===== src/rtl/cospoly_pkg.sv =====
`default_nettype none
package cospoly_pkg;

    localparam int ANGLE_FRAC_BITS  = 24;
    localparam int RESULT_FRAC_BITS = 30;

    // 2^34 / (2*pi), rounded to nearest.
    localparam logic [31:0] KTURN      = 32'd2734261102;
    localparam int          KTURN_FRAC = 34;
    localparam int          TURN_LSB   = ANGLE_FRAC_BITS + KTURN_FRAC - 32;

    // Horner cells; both polynomials are padded to this many steps with leading zeros.
    localparam int N_CELLS = 7;
    localparam int TERM_W  = $clog2(N_CELLS);

    localparam int ACC_W   = 33;
    localparam int PROD_W  = 66;
    localparam int SIN_SH  = 61 - RESULT_FRAC_BITS;
    localparam int COS_SH  = 31 - RESULT_FRAC_BITS;

    localparam logic [31:0] HALF_TURN    = 32'h8000_0000;
    localparam logic [31:0] QUARTER_TURN = 32'h4000_0000;
    localparam logic [31:0] EIGHTH_TURN  = 32'h2000_0000;

    typedef logic signed [ACC_W-1:0]  t_acc;
    typedef logic signed [PROD_W-1:0] t_prod;

    typedef struct packed {
        logic [31:0] y;
        logic [31:0] z;
        t_acc        acc;
        logic        sine;
        logic        neg;
    } t_stage;

    // Q1.31 coefficients, index 0 is the constant term.
    function automatic t_acc coef(input logic [TERM_W-1:0] term, input logic sine);
        t_acc c;
        c = '0;
        if (sine) begin
            case (term)
                3'd0:    c = 33'sd1124419809;
                3'd1:    c = -33'sd51377679;
                3'd2:    c = 33'sd704274;
                3'd3:    c = -33'sd4597;
                3'd4:    c = 33'sd18;
                default: c = '0;
            endcase
        end else begin
            case (term)
                3'd0:    c = 33'sd2147483647;
                3'd1:    c = -33'sd662337939;
                3'd2:    c = 33'sd34046945;
                3'd3:    c = -33'sd700062;
                3'd4:    c = 33'sd7711;
                3'd5:    c = -33'sd53;
                default: c = '0;
            endcase
        end
        return c;
    endfunction

endpackage
`default_nettype wire


===== src/rtl/cospoly_cell.sv =====
`default_nettype none
module cospoly_cell (
    input  wire logic                              i_clk,
    input  wire logic                              i_rst_n,
    input  wire logic [cospoly_pkg::TERM_W-1:0]    i_term,
    input  wire logic                              i_valid,
    output logic                                   o_ready,
    input  wire cospoly_pkg::t_stage               i_data,
    output logic                                   o_valid,
    input  wire logic                              i_ready,
    output cospoly_pkg::t_stage                    o_data
);
    import cospoly_pkg::*;

    // One Horner step: acc = c[term] + round(acc * z / 2^30).
    logic   r_vld;
    t_stage r_data, n_data;
    t_prod  w_prod, w_rnd;

    assign o_ready = !r_vld || i_ready;
    assign o_valid = r_vld;
    assign o_data  = r_data;

    always_comb begin
        w_prod     = i_data.acc * $signed({1'b0, i_data.z});
        w_rnd      = (w_prod + (t_prod'(1) <<< 29)) >>> 30;
        n_data     = i_data;
        n_data.acc = coef(i_term, i_data.sine) + ACC_W'(w_rnd);
    end

    always_ff @(posedge i_clk) begin
        if (!i_rst_n) begin
            r_vld <= 1'b0;
        end else if (o_ready) begin
            r_vld <= i_valid;
        end
    end

    always_ff @(posedge i_clk) begin
        if (o_ready && i_valid) begin
            r_data <= n_data;
        end
    end

endmodule
`default_nettype wire


===== config.mk =====
export PLATFORM = sky130hd
export DESIGN_NAME = cospoly_cell
export DESIGN_NICKNAME = d
export VERILOG_FILES = /design/src/rtl/cospoly_pkg.sv /design/src/rtl/cospoly_cell.sv
export SDC_FILE = /design/constraint.sdc
export NUM_CORES = 2
export LEC_CHECK = 0
export ABC_AREA = 0
export BUFFER_PORTS_ARGS = -buffer_cell sky130_fd_sc_hd__buf_2
export CAP_MARGIN = 20
export CORE_MARGIN = 2
export CORE_UTILIZATION = 70
export DETAILED_ROUTE_END_ITERATION = 7
export HOLD_SLACK_MARGIN = 0.06
export PLACE_DENSITY_LB_ADDON = 0.15
export SLEW_MARGIN = 5
export SYNTH_ARGS = -nofsm -noshare
export SYNTH_HDL_FRONTEND = slang
export SYNTH_SLANG_ARGS = --single-unit

===== constraint.sdc =====
create_clock -name i_clk -period 16.5 [get_ports i_clk]
set_clock_uncertainty 0.2 [all_clocks]
set_input_delay 2.475 -clock i_clk [delete_from_list [all_inputs] [get_ports i_clk]]
set_output_delay 2.475 -clock i_clk [all_outputs]
set_load 0.05 [all_outputs]

### Word level (Yosys, flattened, before mapping)

Index checks and enable logic that the tools add are counted.

| word-level totals | value |
|---|---|
| register bits | 100 |
| bits in latches | 0 |
| memory bits (writable) | 0 |
| bits in read-only memories | 0 |
| input bits | 106 |
| output and inout bits | 101 |
| word-level logic and storage cells | 21 |
| memories | 0 |

| operators by class | value |
|---|---|
| add/subtract/negate cells | 2 |
| multiply operators | 1 |
| divide/modulo/power cells | 0 |
| magnitude comparators | 0 |
| equal/unequal tests | 5 |
| shift operators | 0 |
| muxes and demuxes | 3 |
| bitwise logic cells | 0 |
| reduce and logical (&&, ||, !) cells | 4 |

Operator list:

| operator | count |
|---|---|
| $pmux 33 s6 | 1 |
| $pmux 33 s5 | 1 |
| $add 63x31->63 const B | 1 |
| $mul 33x33->63 | 1 |
| $add 33x33->33 | 1 |
| $mux 33 | 1 |
| $eq 3x2->1 const B | 2 |
| $eq 3x3->1 const B | 2 |
| $eq 3x1->1 const B | 1 |
| $logic_not 3->1 | 1 |
| $logic_and 1x1->1 | 1 |
| $logic_not 1->1 | 1 |
| $logic_or 1x1->1 | 1 |

### Depth between registers and ports, before layout

| depth | value |
|---|---|
| depth in word-level cells | 4 |
| depth in mapped cells | 40 |

### Worst setup path before layout

OpenSTA, ideal clock, no wires.

| timing | value |
|---|---|
| kind | input-to-reg |
| start point | in i_data[35] (netlist bit) |
| end point | reg r_data, in the netlist o_data[34], data pin |
| setup time | 0.266 ns |
| data arrival time | 11.327 ns |
| data required time | 16.034 ns |
| path slack | 4.708 ns |
| stages | 38 |
| cells stage by stage | clkbuf_1 -> nand2_1 -> fa_1 -> inv_1 -> fa_1 -> inv_1 -> fa_1 -> fa_1 -> fa_1 -> fa_1 -> inv_1 -> fa_1 -> inv_1 -> fa_1 -> inv_1 -> ha_1 -> a222oi_1 -> o21ai_1 -> [2 not listed] -> a211o_1 -> a21o_1 -> a21o_1 -> a21o_1 -> a21oi_1 -> xnor2_1 -> ha_1 -> fa_1 -> a211o_1 -> o211ai_1 -> a211o_1 -> a21oi_1 -> o2111ai_1 -> nand4_1 -> nand4b_2 -> nand2_1 -> o31ai_1 -> a211oi_2 |

RTL lines:

| what | line | RTL |
|---|---|---|
| start, declared | cospoly_cell.sv:8 | `input wire cospoly_pkg::t_stage i_data,` |
| end signal, assigned | cospoly_cell.sv:41 | `r_data <= n_data;` |
| end, declared | cospoly_cell.sv:17 | `t_stage r_data, n_data;` |

==> run_results.csv <==
group,metric,value,unit
detailed_routing,vias_per_cell,5.77,
setup_path,r2r_slack,14.12,ns
place,dpl.hpwl,81600,µm
finish,nFillCells,4388,
logic_synthesis,synth_edf_count,99,
setup_path,path_max_fanout,33,
place,port_buffers,206,
detailed_routing,detail_route.wirelength,109000,µm
timing,worst_slack,3.90,ns
logic_synthesis,syn_area_per_cell,9.63,µm²
global_routing,grt_use_total,0.372,
clock_network,cts_hold_buf,0,
die,start_util,0.709,
logic_synthesis,ys_seq_elements,100,
logic_synthesis,netlist_area,41900,µm²
detailed_routing,drtPass1Iterations,8,
logic_synthesis,async_reset_ff_frac,0,
die,dieHeight,249,µm
die,dieArea,61800,µm²
place,detailedPlace.worstSlack,3.55,ns
finish,final_cell_mix,"inv_1 (1,141), fa_1 (1,083), and2_1 (684), nand2_1 (417), ha_1 (267)",
die,core,59100,µm²
setup_path,worstRegToRegCells,3,
die,rows,89,
global_routing,grt_start_max_net_pins,69,
status,violations,"DRC",
global_routing,grt_pass1_vias,32800,
setup_path,worstPathRequired,16.44,ns
timing,setup_violations,0,
clock_network,cts_max_path_buffers,2,
logic_synthesis,ys_warn_count,0,
timing,maxSlewHeadroom,0.262,
timing,fin_tns_setup,0,ns
finish,layout-area-overhead-vs-synth,4.06,%
detailed_routing,wl_per_cell,21.1,µm
finish,layout.nets,5840,
finish,drive_above_1_share,0.0617,
logic_synthesis,synth_cell_types,62,
finish,layout_commonest_cell,"inv_1",
setup_path,crit_type,"input port to flop",
logic_synthesis,syn_inst,4350,
place,gp_congestion,0.923,
setup_path,critPathCapture,"o_data[34]",
clock_network,cts.sinks,100,
detailed_routing,route.detailed.drc,6,
timing,final-hold-violation-count,0,
timing,min_period,12.60,ns
global_routing,antenna_found_initial,2,
clock_network,cts_buffers,9,
die,dieWidth,249,µm
clock_network,clkTransAtPathRegs,0.08,ns
setup_path,crit_arrival,12.54,ns
die,io_pins,207,
detailed_routing,vias,29800,
timing,fin_crit_sh,0.764,
setup_path,cp-start-kind,"input port",
timing,slew_violations,0,
detailed_routing,initialDrtViolationCount,1851,
setup_path,crit_path_max_incr_delay,0.58,ns
setup_path,startpoint,"i_data[35]",
timing,clock.fmax,0.0794,GHz
setup_path,reg2reg_from,"o_valid",
setup_path,slowest_stage,"fa_1",
setup_path,cp_common_cell,"fa_1",
logic_synthesis,ys_seq_area_frac,0.0714,
status,status,"finished, violations left",
global_routing,grt_pass1_wl,175000,µm
timing,rsz0062_at_grt,"no",
detailed_routing,ant_nets,0,
logic_synthesis,synth_flop_cell,"edfxtp_1",
flow_run,max_cap_viol_count,0,
setup_path,endpoint_kind,"flop",
clock_network,cts.repair.resized,0,
clock_network,insertion_delay,0.39,ns
setup_path,rr_endpoint,"o_data[0]",
clock_network,post_cts_buffers,0,
logic_synthesis,syn-num-nets,5806,
hold_path,hp-class,"flop to flop",
global_routing,grt-ovfl-total,0,
clock_network,htreeDepth,3,
clock_network,cts_root_buf,"clkbuf_16",
clock_network,cts_tree,"yes",
timing,worst_pin_slew,1.11,ns
==> state kept, by name, indices dropped and copies added, names as in the netlist <==
name     flops
o_valid      1
o_data      99
==> worst min path at each step <==
stage / startpoint / end / slack, ns / cells past startpoint
final: o_valid / o_valid / 0.34 / 2
after global routing: o_valid / o_valid / 0.41 / 2
after CTS: o_valid / o_valid / 0.34 / 2
after detailed placement: o_valid / o_valid / 0.33 / 2
after global placement: o_valid / o_valid / 0.31 / 2
after floorplan: o_valid / o_valid / 0.95 / 2
==> routing by layer <==
layer  part of all wire  track usage
met5            0.00012            0
met2               0.52        0.649
met1               0.35        0.442
met4              0.060        0.202
met3              0.074       0.0651
==> cell type report <==
cell class              instances  area (µm²)  area share
inverters                    1141        4280      0.0982
clock buffers                   9         225     0.00516
clock inverters                 7        80.1     0.00184
flip-flops and latches        100        2990      0.0686
multi-input cells            2905       33900       0.777
diodes                          1        2.50   0.0000574
well taps                     773         967      0.0222
repair buffers                227        1190      0.0273
==> metrics by stage <==
step	instance area, µm²	hold WS (ns)	utilization	instances
3_3_place_gp	43300	0.313	0.732	5146
2_1_floorplan	41900	0.946	-	4350
6_report	43600	0.335	0.738	5163
3_5_place_dp	43300	0.325	0.732	5146
5_1_grt	43600	0.409	0.738	5162
4_1_cts	43600	0.338	0.738	5162
==> kinds of logic after synthesis <==
kind of cell / share of synthesized area
AOI/OAI and AO/OA: 0.0377
xor gates and xnor gates: 0.0178
adders and majority gates: 0.597
buffers and inverters: 0.120
DFF: 0.0714
muxes: 0.000269
and+or+nand+nor: 0.155
==> critical path, delay by kind of cell <==
kind            cells  cell delay, ns
compound gates     16            3.38
xor+xnor            1            0.17
fa+ha+maj          11            5.10
buf+inv             6            0.79
simple gates        4            0.57
==> synth_stat cells, drive strengths merged, types with 3 or more instances <==
| library cell | count | area (µm²) |
|---|---|---|
| inv | 1141 | 4280 |
| o31ai | 3 | 27.5 |
| edfxtp | 99 | 2970 |
| a211oi | 8 | 70.1 |
| a21o | 32 | 243 |
| o21ai | 59 | 295 |
| a21oi | 82 | 425 |
| nand3 | 13 | 70.1 |
| ha | 267 | 3340 |
| clkbuf | 202 | 758 |
| xnor2 | 62 | 543 |
| and3 | 5 | 31.3 |
| or2 | 8 | 50.1 |
| fa | 1083 | 21700 |
| o21bai | 13 | 97.6 |
| o21a | 9 | 67.6 |
| a31oi | 4 | 40.0 |
| xor2 | 23 | 201 |
| nand2 | 417 | 1570 |
| or3 | 6 | 38.8 |
| a21boi | 3 | 22.5 |
| nand4 | 12 | 75.1 |
| nor2b | 11 | 68.8 |
| o2111ai | 4 | 35.0 |
| and2 | 686 | 4290 |
| nor3 | 12 | 60.1 |
| nand2b | 10 | 62.6 |
| o211ai | 4 | 30.0 |
| a211o | 4 | 35.0 |
| nor2 | 39 | 146 |
| a311oi | 7 | 73.8 |
Power is left out: the tool's default activity adds up to more than one toggle a clock period on the data nets, which glitch-free logic cannot reach.
