--- src/rtl/cospoly_pkg.sv ---
`default_nettype none
package cospoly_pkg;

    localparam int ANGLE_FRAC_BITS  = 24;
    localparam int RESULT_FRAC_BITS = 30;

    // 2^34 / (2*pi), rounded to nearest.
    localparam logic [31:0] KTURN      = 32'd2734261102;
    localparam int          KTURN_FRAC = 34;
    localparam int          TURN_LSB   = ANGLE_FRAC_BITS + KTURN_FRAC - 32;

    // Horner cells; both polynomials are padded to this many steps with leading zeros.
    localparam int N_CELLS = 7;
    localparam int TERM_W  = $clog2(N_CELLS);

    localparam int ACC_W   = 33;
    localparam int PROD_W  = 66;
    localparam int SIN_SH  = 61 - RESULT_FRAC_BITS;
    localparam int COS_SH  = 31 - RESULT_FRAC_BITS;

    localparam logic [31:0] HALF_TURN    = 32'h8000_0000;
    localparam logic [31:0] QUARTER_TURN = 32'h4000_0000;
    localparam logic [31:0] EIGHTH_TURN  = 32'h2000_0000;

    typedef logic signed [ACC_W-1:0]  t_acc;
    typedef logic signed [PROD_W-1:0] t_prod;

    typedef struct packed {
        logic [31:0] y;
        logic [31:0] z;
        t_acc        acc;
        logic        sine;
        logic        neg;
    } t_stage;

    // Q1.31 coefficients, index 0 is the constant term.
    function automatic t_acc coef(input logic [TERM_W-1:0] term, input logic sine);
        t_acc c;
        c = '0;
        if (sine) begin
            case (term)
                3'd0:    c = 33'sd1124419809;
                3'd1:    c = -33'sd51377679;
                3'd2:    c = 33'sd704274;
                3'd3:    c = -33'sd4597;
                3'd4:    c = 33'sd18;
                default: c = '0;
            endcase
        end else begin
            case (term)
                3'd0:    c = 33'sd2147483647;
                3'd1:    c = -33'sd662337939;
                3'd2:    c = 33'sd34046945;
                3'd3:    c = -33'sd700062;
                3'd4:    c = 33'sd7711;
                3'd5:    c = -33'sd53;
                default: c = '0;
            endcase
        end
        return c;
    endfunction

endpackage
`default_nettype wire

--- src/rtl/cospoly_reduce.sv ---
`default_nettype none
module cospoly_reduce (
    input  wire logic                 i_clk,
    input  wire logic                 i_rst_n,
    input  wire logic                 i_valid,
    output logic                      o_ready,
    input  wire logic signed [31:0]   i_angle,
    output logic                      o_valid,
    input  wire logic                 i_ready,
    output cospoly_pkg::t_stage       o_data
);
    import cospoly_pkg::*;

    // Four stages: angle, turn, folded y, squared y.
    logic [3:0] r_vld;
    logic [4:0] w_rdy;

    logic signed [31:0] r_angle;
    logic [31:0]        r_turn, n_turn;
    logic [31:0]        r_y, n_y;
    logic               r_sine, n_sine, r_neg, n_neg;
    t_stage             r_out, n_out;

    logic signed [64:0] w_turn_prod;
    logic [31:0]        w_t;
    logic [63:0]        w_yy;

    always_comb begin
        w_rdy[4] = i_ready;
        for (int i = 3; i >= 0; i--) begin
            w_rdy[i] = !r_vld[i] || w_rdy[i+1];
        end
    end

    assign o_ready = w_rdy[0];
    assign o_valid = r_vld[3];
    assign o_data  = r_out;

    // Angle times 1/(2*pi); the product wraps, keeping only the fractional turn.
    assign w_turn_prod = r_angle * $signed({1'b0, KTURN});
    assign n_turn      = w_turn_prod[TURN_LSB +: 32];

    always_comb begin
        w_t   = r_turn;
        n_neg = 1'b0;
        if (w_t > HALF_TURN) begin
            n_neg = 1'b1;
            w_t   = w_t - HALF_TURN;
        end
        if (w_t > QUARTER_TURN) begin
            n_neg = !n_neg;
            w_t   = HALF_TURN - w_t;
        end
        n_sine = (w_t > EIGHTH_TURN);
        if (n_sine) begin
            n_y = 32'((34'd3 << 30) - (34'd3 * {2'b00, w_t}));
        end else begin
            n_y = {w_t[30:0], 1'b0};
        end
    end

    always_comb begin
        w_yy       = {32'd0, r_y} * {32'd0, r_y};
        n_out.y    = r_y;
        n_out.z    = 32'((w_yy + (64'd1 << 29)) >> 30);
        n_out.acc  = '0;
        n_out.sine = r_sine;
        n_out.neg  = r_neg;
    end

    always_ff @(posedge i_clk) begin
        if (!i_rst_n) begin
            r_vld <= '0;
        end else begin
            if (w_rdy[0]) begin
                r_vld[0] <= i_valid;
            end
            for (int i = 1; i < 4; i++) begin
                if (w_rdy[i]) begin
                    r_vld[i] <= r_vld[i-1];
                end
            end
        end
    end

    always_ff @(posedge i_clk) begin
        if (w_rdy[0] && i_valid) begin
            r_angle <= i_angle;
        end
        if (w_rdy[1] && r_vld[0]) begin
            r_turn <= n_turn;
        end
        if (w_rdy[2] && r_vld[1]) begin
            r_y    <= n_y;
            r_sine <= n_sine;
            r_neg  <= n_neg;
        end
        if (w_rdy[3] && r_vld[2]) begin
            r_out <= n_out;
        end
    end

endmodule
`default_nettype wire

--- config.mk ---
export PLATFORM = sky130hd
export DESIGN_NAME = cospoly_reduce
export DESIGN_NICKNAME = d
export VERILOG_FILES = /design/src/rtl/cospoly_pkg.sv /design/src/rtl/cospoly_reduce.sv
export SDC_FILE = /design/constraint.sdc
export NUM_CORES = 2
export LEC_CHECK = 0
export BUFFER_PORTS_ARGS = -buffer_cell sky130_fd_sc_hd__buf_2
export CORE_ASPECT_RATIO = 0.9
export CORE_MARGIN = 5
export CORE_UTILIZATION = 55
export CTS_BUF_LIST = sky130_fd_sc_hd__clkbuf_8 sky130_fd_sc_hd__clkbuf_16
export DETAILED_ROUTE_END_ITERATION = 10
export PLACE_DENSITY = 0.73
export SLEW_MARGIN = 5
export SYNTH_ARGS = -nofsm -noshare
export SYNTH_HDL_FRONTEND = slang
export SYNTH_SLANG_ARGS = --single-unit
--- constraint.sdc ---
create_clock -name i_clk -period 10.35 [get_ports i_clk]
set_input_delay 0 -clock i_clk [delete_from_list [all_inputs] [get_ports i_clk]]
set_output_delay 0 -clock i_clk [all_outputs]
set_load 0.02 [all_outputs]
* Word-level counts from Yosys, hierarchy flattened
Cells that the tools add are included.
Storage, ports and cells: flip-flop bits (word level) 168, word-level logic and storage cells 42
Operators by class: order comparisons 3, multiplexer cells 5, $mul 3, reduce and logical (&&, ||, !) cells 13, $add $sub $neg 4
Operator list (count):
- 32-bit two-way mux | 3
- 32-bit subtractor, first input constant | 2
- 62-bit by 30-bit adder with 62-bit output, second input constant | 1
- 32-bit by 32-bit multiplier with 62-bit output | 1
- 32-bit by 32-bit multiplier with 57-bit output, second input constant | 1
- 32-bit by 30-bit > comparator with 1-bit output, second input constant | 1
- 32-bit by 31-bit > comparator with 1-bit output, second input constant | 1
- 32-bit > comparator, second input constant | 1
- 2-bit by 32-bit multiplier with 32-bit output, first input constant | 1
- 32-bit subtractor, second input constant | 1
- 1-bit zero test | 5
- 1-bit logical AND | 4
- 1-bit logical OR | 4
- 1-bit two-way mux | 2

* Logic depth before layout (Yosys ltp)
depth in word-level cells 7, depth in mapped cells 29, gate-level depth less buffers 27

* Worst setup path before layout
No wires, ideal clock.
path kind register -> register, start point register r_angle[31], end point register r_turn[31], data pin, period minus slack after synthesis 7846 ps, cell stages (with the launch flop) 26, data required time 10084 ps, arrival time 7579 ps, path slack 2504 ps, library setup time 266 ps, path through edfxtp_1 ha_1 fa_1 inv_1 fa_1 inv_1 fa_1 inv_1 fa_1 inv_1 fa_1 inv_1 fa_1 inv_1 fa_1 inv_1 ha_1 a21o_1 a21oi_1 o31ai_1 a21oi_1 nand4b_1 a31oi_1 o41ai_1 mux2i_1 nand4_1
On the way: cells in the longest elaborated chain, start to end 1
Ends and longest elaborated chain:
- start, declared | line cospoly_reduce.sv:18 | logic signed [31:0] r_angle;
- start signal, assigned | line cospoly_reduce.sv:88 | r_angle <= i_angle;
- 32-bit by 32-bit multiplier with 57-bit output | line cospoly_reduce.sv:40 | assign w_turn_prod = r_angle * $signed({1'b0, KTURN});
- net w_turn_prod[57] | line cospoly_reduce.sv:24 | logic signed [64:0] w_turn_prod;
- end signal, assigned | line cospoly_reduce.sv:91 | r_turn <= n_turn;
- end, declared | line cospoly_reduce.sv:19 | logic [31:0] r_turn, n_turn;
The timed path passes the listed nets, and every way through them passes these cells. A chain may end at the register's enable or synchronous reset.

==> metrics.md <==
| Metric | Value |
|---|---|
| Xor/xnor cell area share of the yosys netlist | `2.638%` |
| Part of the Yosys area used for sequential elements | `9.193%` |
| Fin crit period | `9.147 ns` |
| # fillers | `8250` |
| Die height | `308.5 µm` |
| Maximum fanout along the worst path | `27` |
| Placed insts | `6769` |
| Max incr delay on CP | `0.67 ns` |
| # rows | `109` |
| Achievable frequency | `109.3 MHz` |
| Wire per inst | `19.09 µm` |
| GRT overflow | `0` |
| Setup_tns | `0 ns` |
| Die width | `341.6 µm` |
| WL final | `130.5 mm` |
| Syn-to-layout area delta | `5.288%` |
| Post-CTS setup buffer count | `0` |
| Crit path DAT | `9.41 ns` |
| Layout cell share with drive strength beyond 1 | `3.957%` |
| Skew-Pair Late Insertion Delay | `0.52 ns` |
| DR DRC count | `0` |
| Yosys reg bits | `168` |
| Clk root buf | `clkbuf_16` |
| Synth Area in Adders | `61.52%` |
| Dpl hpwl | `110.8 mm` |
| Number of antenna violations at the first check in global routing | `0` |
| Mapped Avg Cell Area | `9.971 µm²` |
| Worst slew margin | `18.78%` |
| Yosys top cell area share | `46.63%` |
| Core area | `98190 µm²` |
| Run status | `completed` |
| Clock Skew | `0.01484 ns` |
| Number of synthesized flops with an enable pin | `164` |
| Drt first pass iters | `6` |
| Pins Over Slew Limit | `0` |
| Clock slew at reported path FFs | `0.08 ns` |
| Ys Warns | `0` |
| CP Data Required Time | `10.61 ns` |
| Vias per cell | `5.246` |
| Ports | `137` |
| Mux share of post-synthesis cell area | `0.4137%` |
| Post-synth top area cell | `fa_1` |
| # setup viols final | `0` |
| Total die area | `105400 µm²` |
| Synth Area in Simple Gates | `7.442%` |
| CP max-delay cell | `a311oi_1` |
| Worst Hold Class | `primary input to flip-flop` |
| Largest net degree at the start of global routing | `51` |
| Vias post-DR | `35870` |
| Num CTS Buffers | `17` |
| Final Wtd Congestion | `0.9498` |
| Top FF cell, synth | `edfxtp_1` |
| Post-synthesis compound-gate area fraction | `4.817%` |
| CTS tree | `yes` |
| Main combinational cell family by area after synthesis | `adder cells` |
| TritonCTS sink count | `168` |
| PortBufs | `103` |
| Most frequent CP cell | `fa_1` |
| Non-filler cells, final | `6837` |
| DRT iter0 DRCs | `2452` |
| MaxCap Viol Count | `0` |
| Post-DRT Antenna Nets | `0` |
| Top post-synthesis cells by area | `fa_1, ha_1, inv_1` |
| H-tree depth | `4` |
| Cells on worst reg2reg path | `23` |
| Async set-reset flop share out of synthesis | `0%` |
| First-pass GRT wire length | `214.1 mm` |
| Cells after Synth | `5460` |
| Crit path cell chain | `buf_4 -> clkinv_1 -> nor2_1 -> fa_1 -> fa_1 -> fa_1 -> inv_1 -> fa_1 -> inv_1 -> fa_1 -> fa_1 -> fa_1 -> fa_1 -> ha_1 -> nand3_1 -> or4_1 -> a311oi_1 -> o21ai_0 -> buf_4 -> o21ai_0 -> o41ai_1 -> o21bai_1 -> xor2_1` |
| CP bufs+invs | `5` |
| Crit Path Category | `flip-flop to flip-flop` |
| Netlist cell types | `78` |
| Nature of the critical path startpoint | `flip-flop` |
| Number of global-route vias before repair | `40210` |
| Initial Util | `55.44%` |
| RSZ-0062 raised after global routing | `no` |
| Slew @ Worst Pin | `1.218 ns` |
| Hold path depth | `2` |
| Critical Path Stages | `23` |
| Kind of cell adding the most delay to the critical path | `adder cells` |
| Post-Synthesis Cell Area | `54440 µm²` |
| Clock Tree Buf Depth | `2` |
| Nets | `7499` |
| GRT Overall Usage | `26.12%` |
| Final critical-path share of the clock period | `88.38%` |
| Hold Violations, Final | `0` |
| Critical Path Sink Type | `flip-flop` |
[cells in the final DEF (no fill, tap or decap), types with 6 or more instances in the layout]
cell	count
nand2b_1	7
or3_1	6
mux2i_1	18
dlygate4sd3_1	35
a211oi_1	15
nor2_1	100
o41ai_1	8
buf_2	103
nor3_1	25
clkbuf_16	17
o21ai_0	73
conb_1	33
xor2_1	69
a311oi_1	6
ha_1	648
nand4_1	18
o211ai_1	10
nor2b_1	18
inv_1	1836
nand2_1	315
o21bai_1	20
a31o_2	10
a31oi_1	14
xnor2_1	95
and3_1	13
or2_2	9
edfxtp_1	164
fa_1	1268
or4_1	6
a21oi_1	85
o31ai_1	13
a21o_1	60
o21a_1	23
buf_4	47
nand3_1	32
and2_1	238
[per-stage QoR]
step / worst slack, ns / hold slack (ns) / utilization (%) / area [µm²]
after floorplan: 2.504 / 0.09887 / - / 54560
after global placement: 1.472 / 0.1760 / 57.42 / 56380
after detailed placement: 1.378 / 0.1781 / 57.42 / 56380
after global routing: 0.9494 / 0.1801 / 58.37 / 57320
after CTS: 1.355 / 0.1418 / 58.37 / 57320
final: 1.203 / 0.1827 / 58.37 / 57320
[layer usage]
layer / GRT usage, % / wire length (µm)
met1: 35.14 / 54330
met2: 44.14 / 63160
met3: 4.194 / 8754
met4: 7.882 / 4252
met5: 0 / 0
[final timing paths]
kind	endpoint	slack, ns	start
setup / recovery	o_data[50]	1.20	r_y[7]
hold / removal	r_angle[11]	0.18	i_angle[11]
hold reg to reg	o_data[1]	0.42	r_sine
setup reg to reg	o_data[50]	1.20	r_y[7]
[repair_timing]
item | CTS | global route
hold endpoints to repair | 36 | 0
endpoints found under the setup margin | 0 | 0
hold buffers | 35 | 0
gates resized for setup | 0 | 0
[worst reg2reg max path: cells and delay by family (launching register included)]
family          cells  cell delay (ns)
simple gates        3             1.03
buf+inv             5             1.27
flops               1             0.33
xor+xnor            1             0.09
compound gates      5             1.84
fa+ha+maj           9             4.33
[state kept, by name, indices dropped and copies added, names as in the netlist]
| name | cells |
|---|---|
| o_data | 66 |
| r_angle | 32 |
| r_turn | 32 |
| r_y | 32 |
| r_vld | 4 |
| r_neg | 1 |
| r_sine | 1 |
[layout make-up]
type | instances | area [µm²] | share of cell area (%)
sequential | 168 | 5005 | 8.732
tap | 1276 | 1597 | 2.785
multi-input combinational | 3336 | 41990 | 73.26
antenna | 1 | 2.502 | 0.004366
timing repair buffer | 186 | 1239 | 2.161
clock buffer | 17 | 425.4 | 0.7422
clock inverter | 15 | 158.9 | 0.2772
inverter | 1838 | 6899 | 12.04
[cell families (layout without fill, tap and decap cells)]
kind of cell / count (synthesis) / count (layout)
buffers and inverters: 1988 / 2056
XOR/XNOR: 164 / 164
multiplexers: 22 / 22
AO/OA/AOI/OAI: 388 / 388
adder cells (fa/ha/maj): 1916 / 1916
AND/OR/NAND/NOR: 813 / 813
other: 1 / 34
flip-flops: 168 / 168
[cells in the mapped netlist (all sizes together) (7+ instances only)]
master	instances
nand2b	7
nor2b	20
inv	1836
fa	1268
a211oi	15
nand2	315
or2	9
nor2	100
xnor2	95
nand4	18
o31ai	13
ha	648
a31oi	16
o21a	23
a21o	60
nand3	32
mux2i	18
o211ai	10
edfxtp	164
and3	13
xor2	69
or4	9
o21ai	73
a21oi	85
o41ai	8
clkbuf	108
o21bai	20
and2	239
a31o	11
buf	42
nor3	25
Power is not shown: default switching activity piles up to over one toggle a cycle in this logic, so the estimate is an artifact.
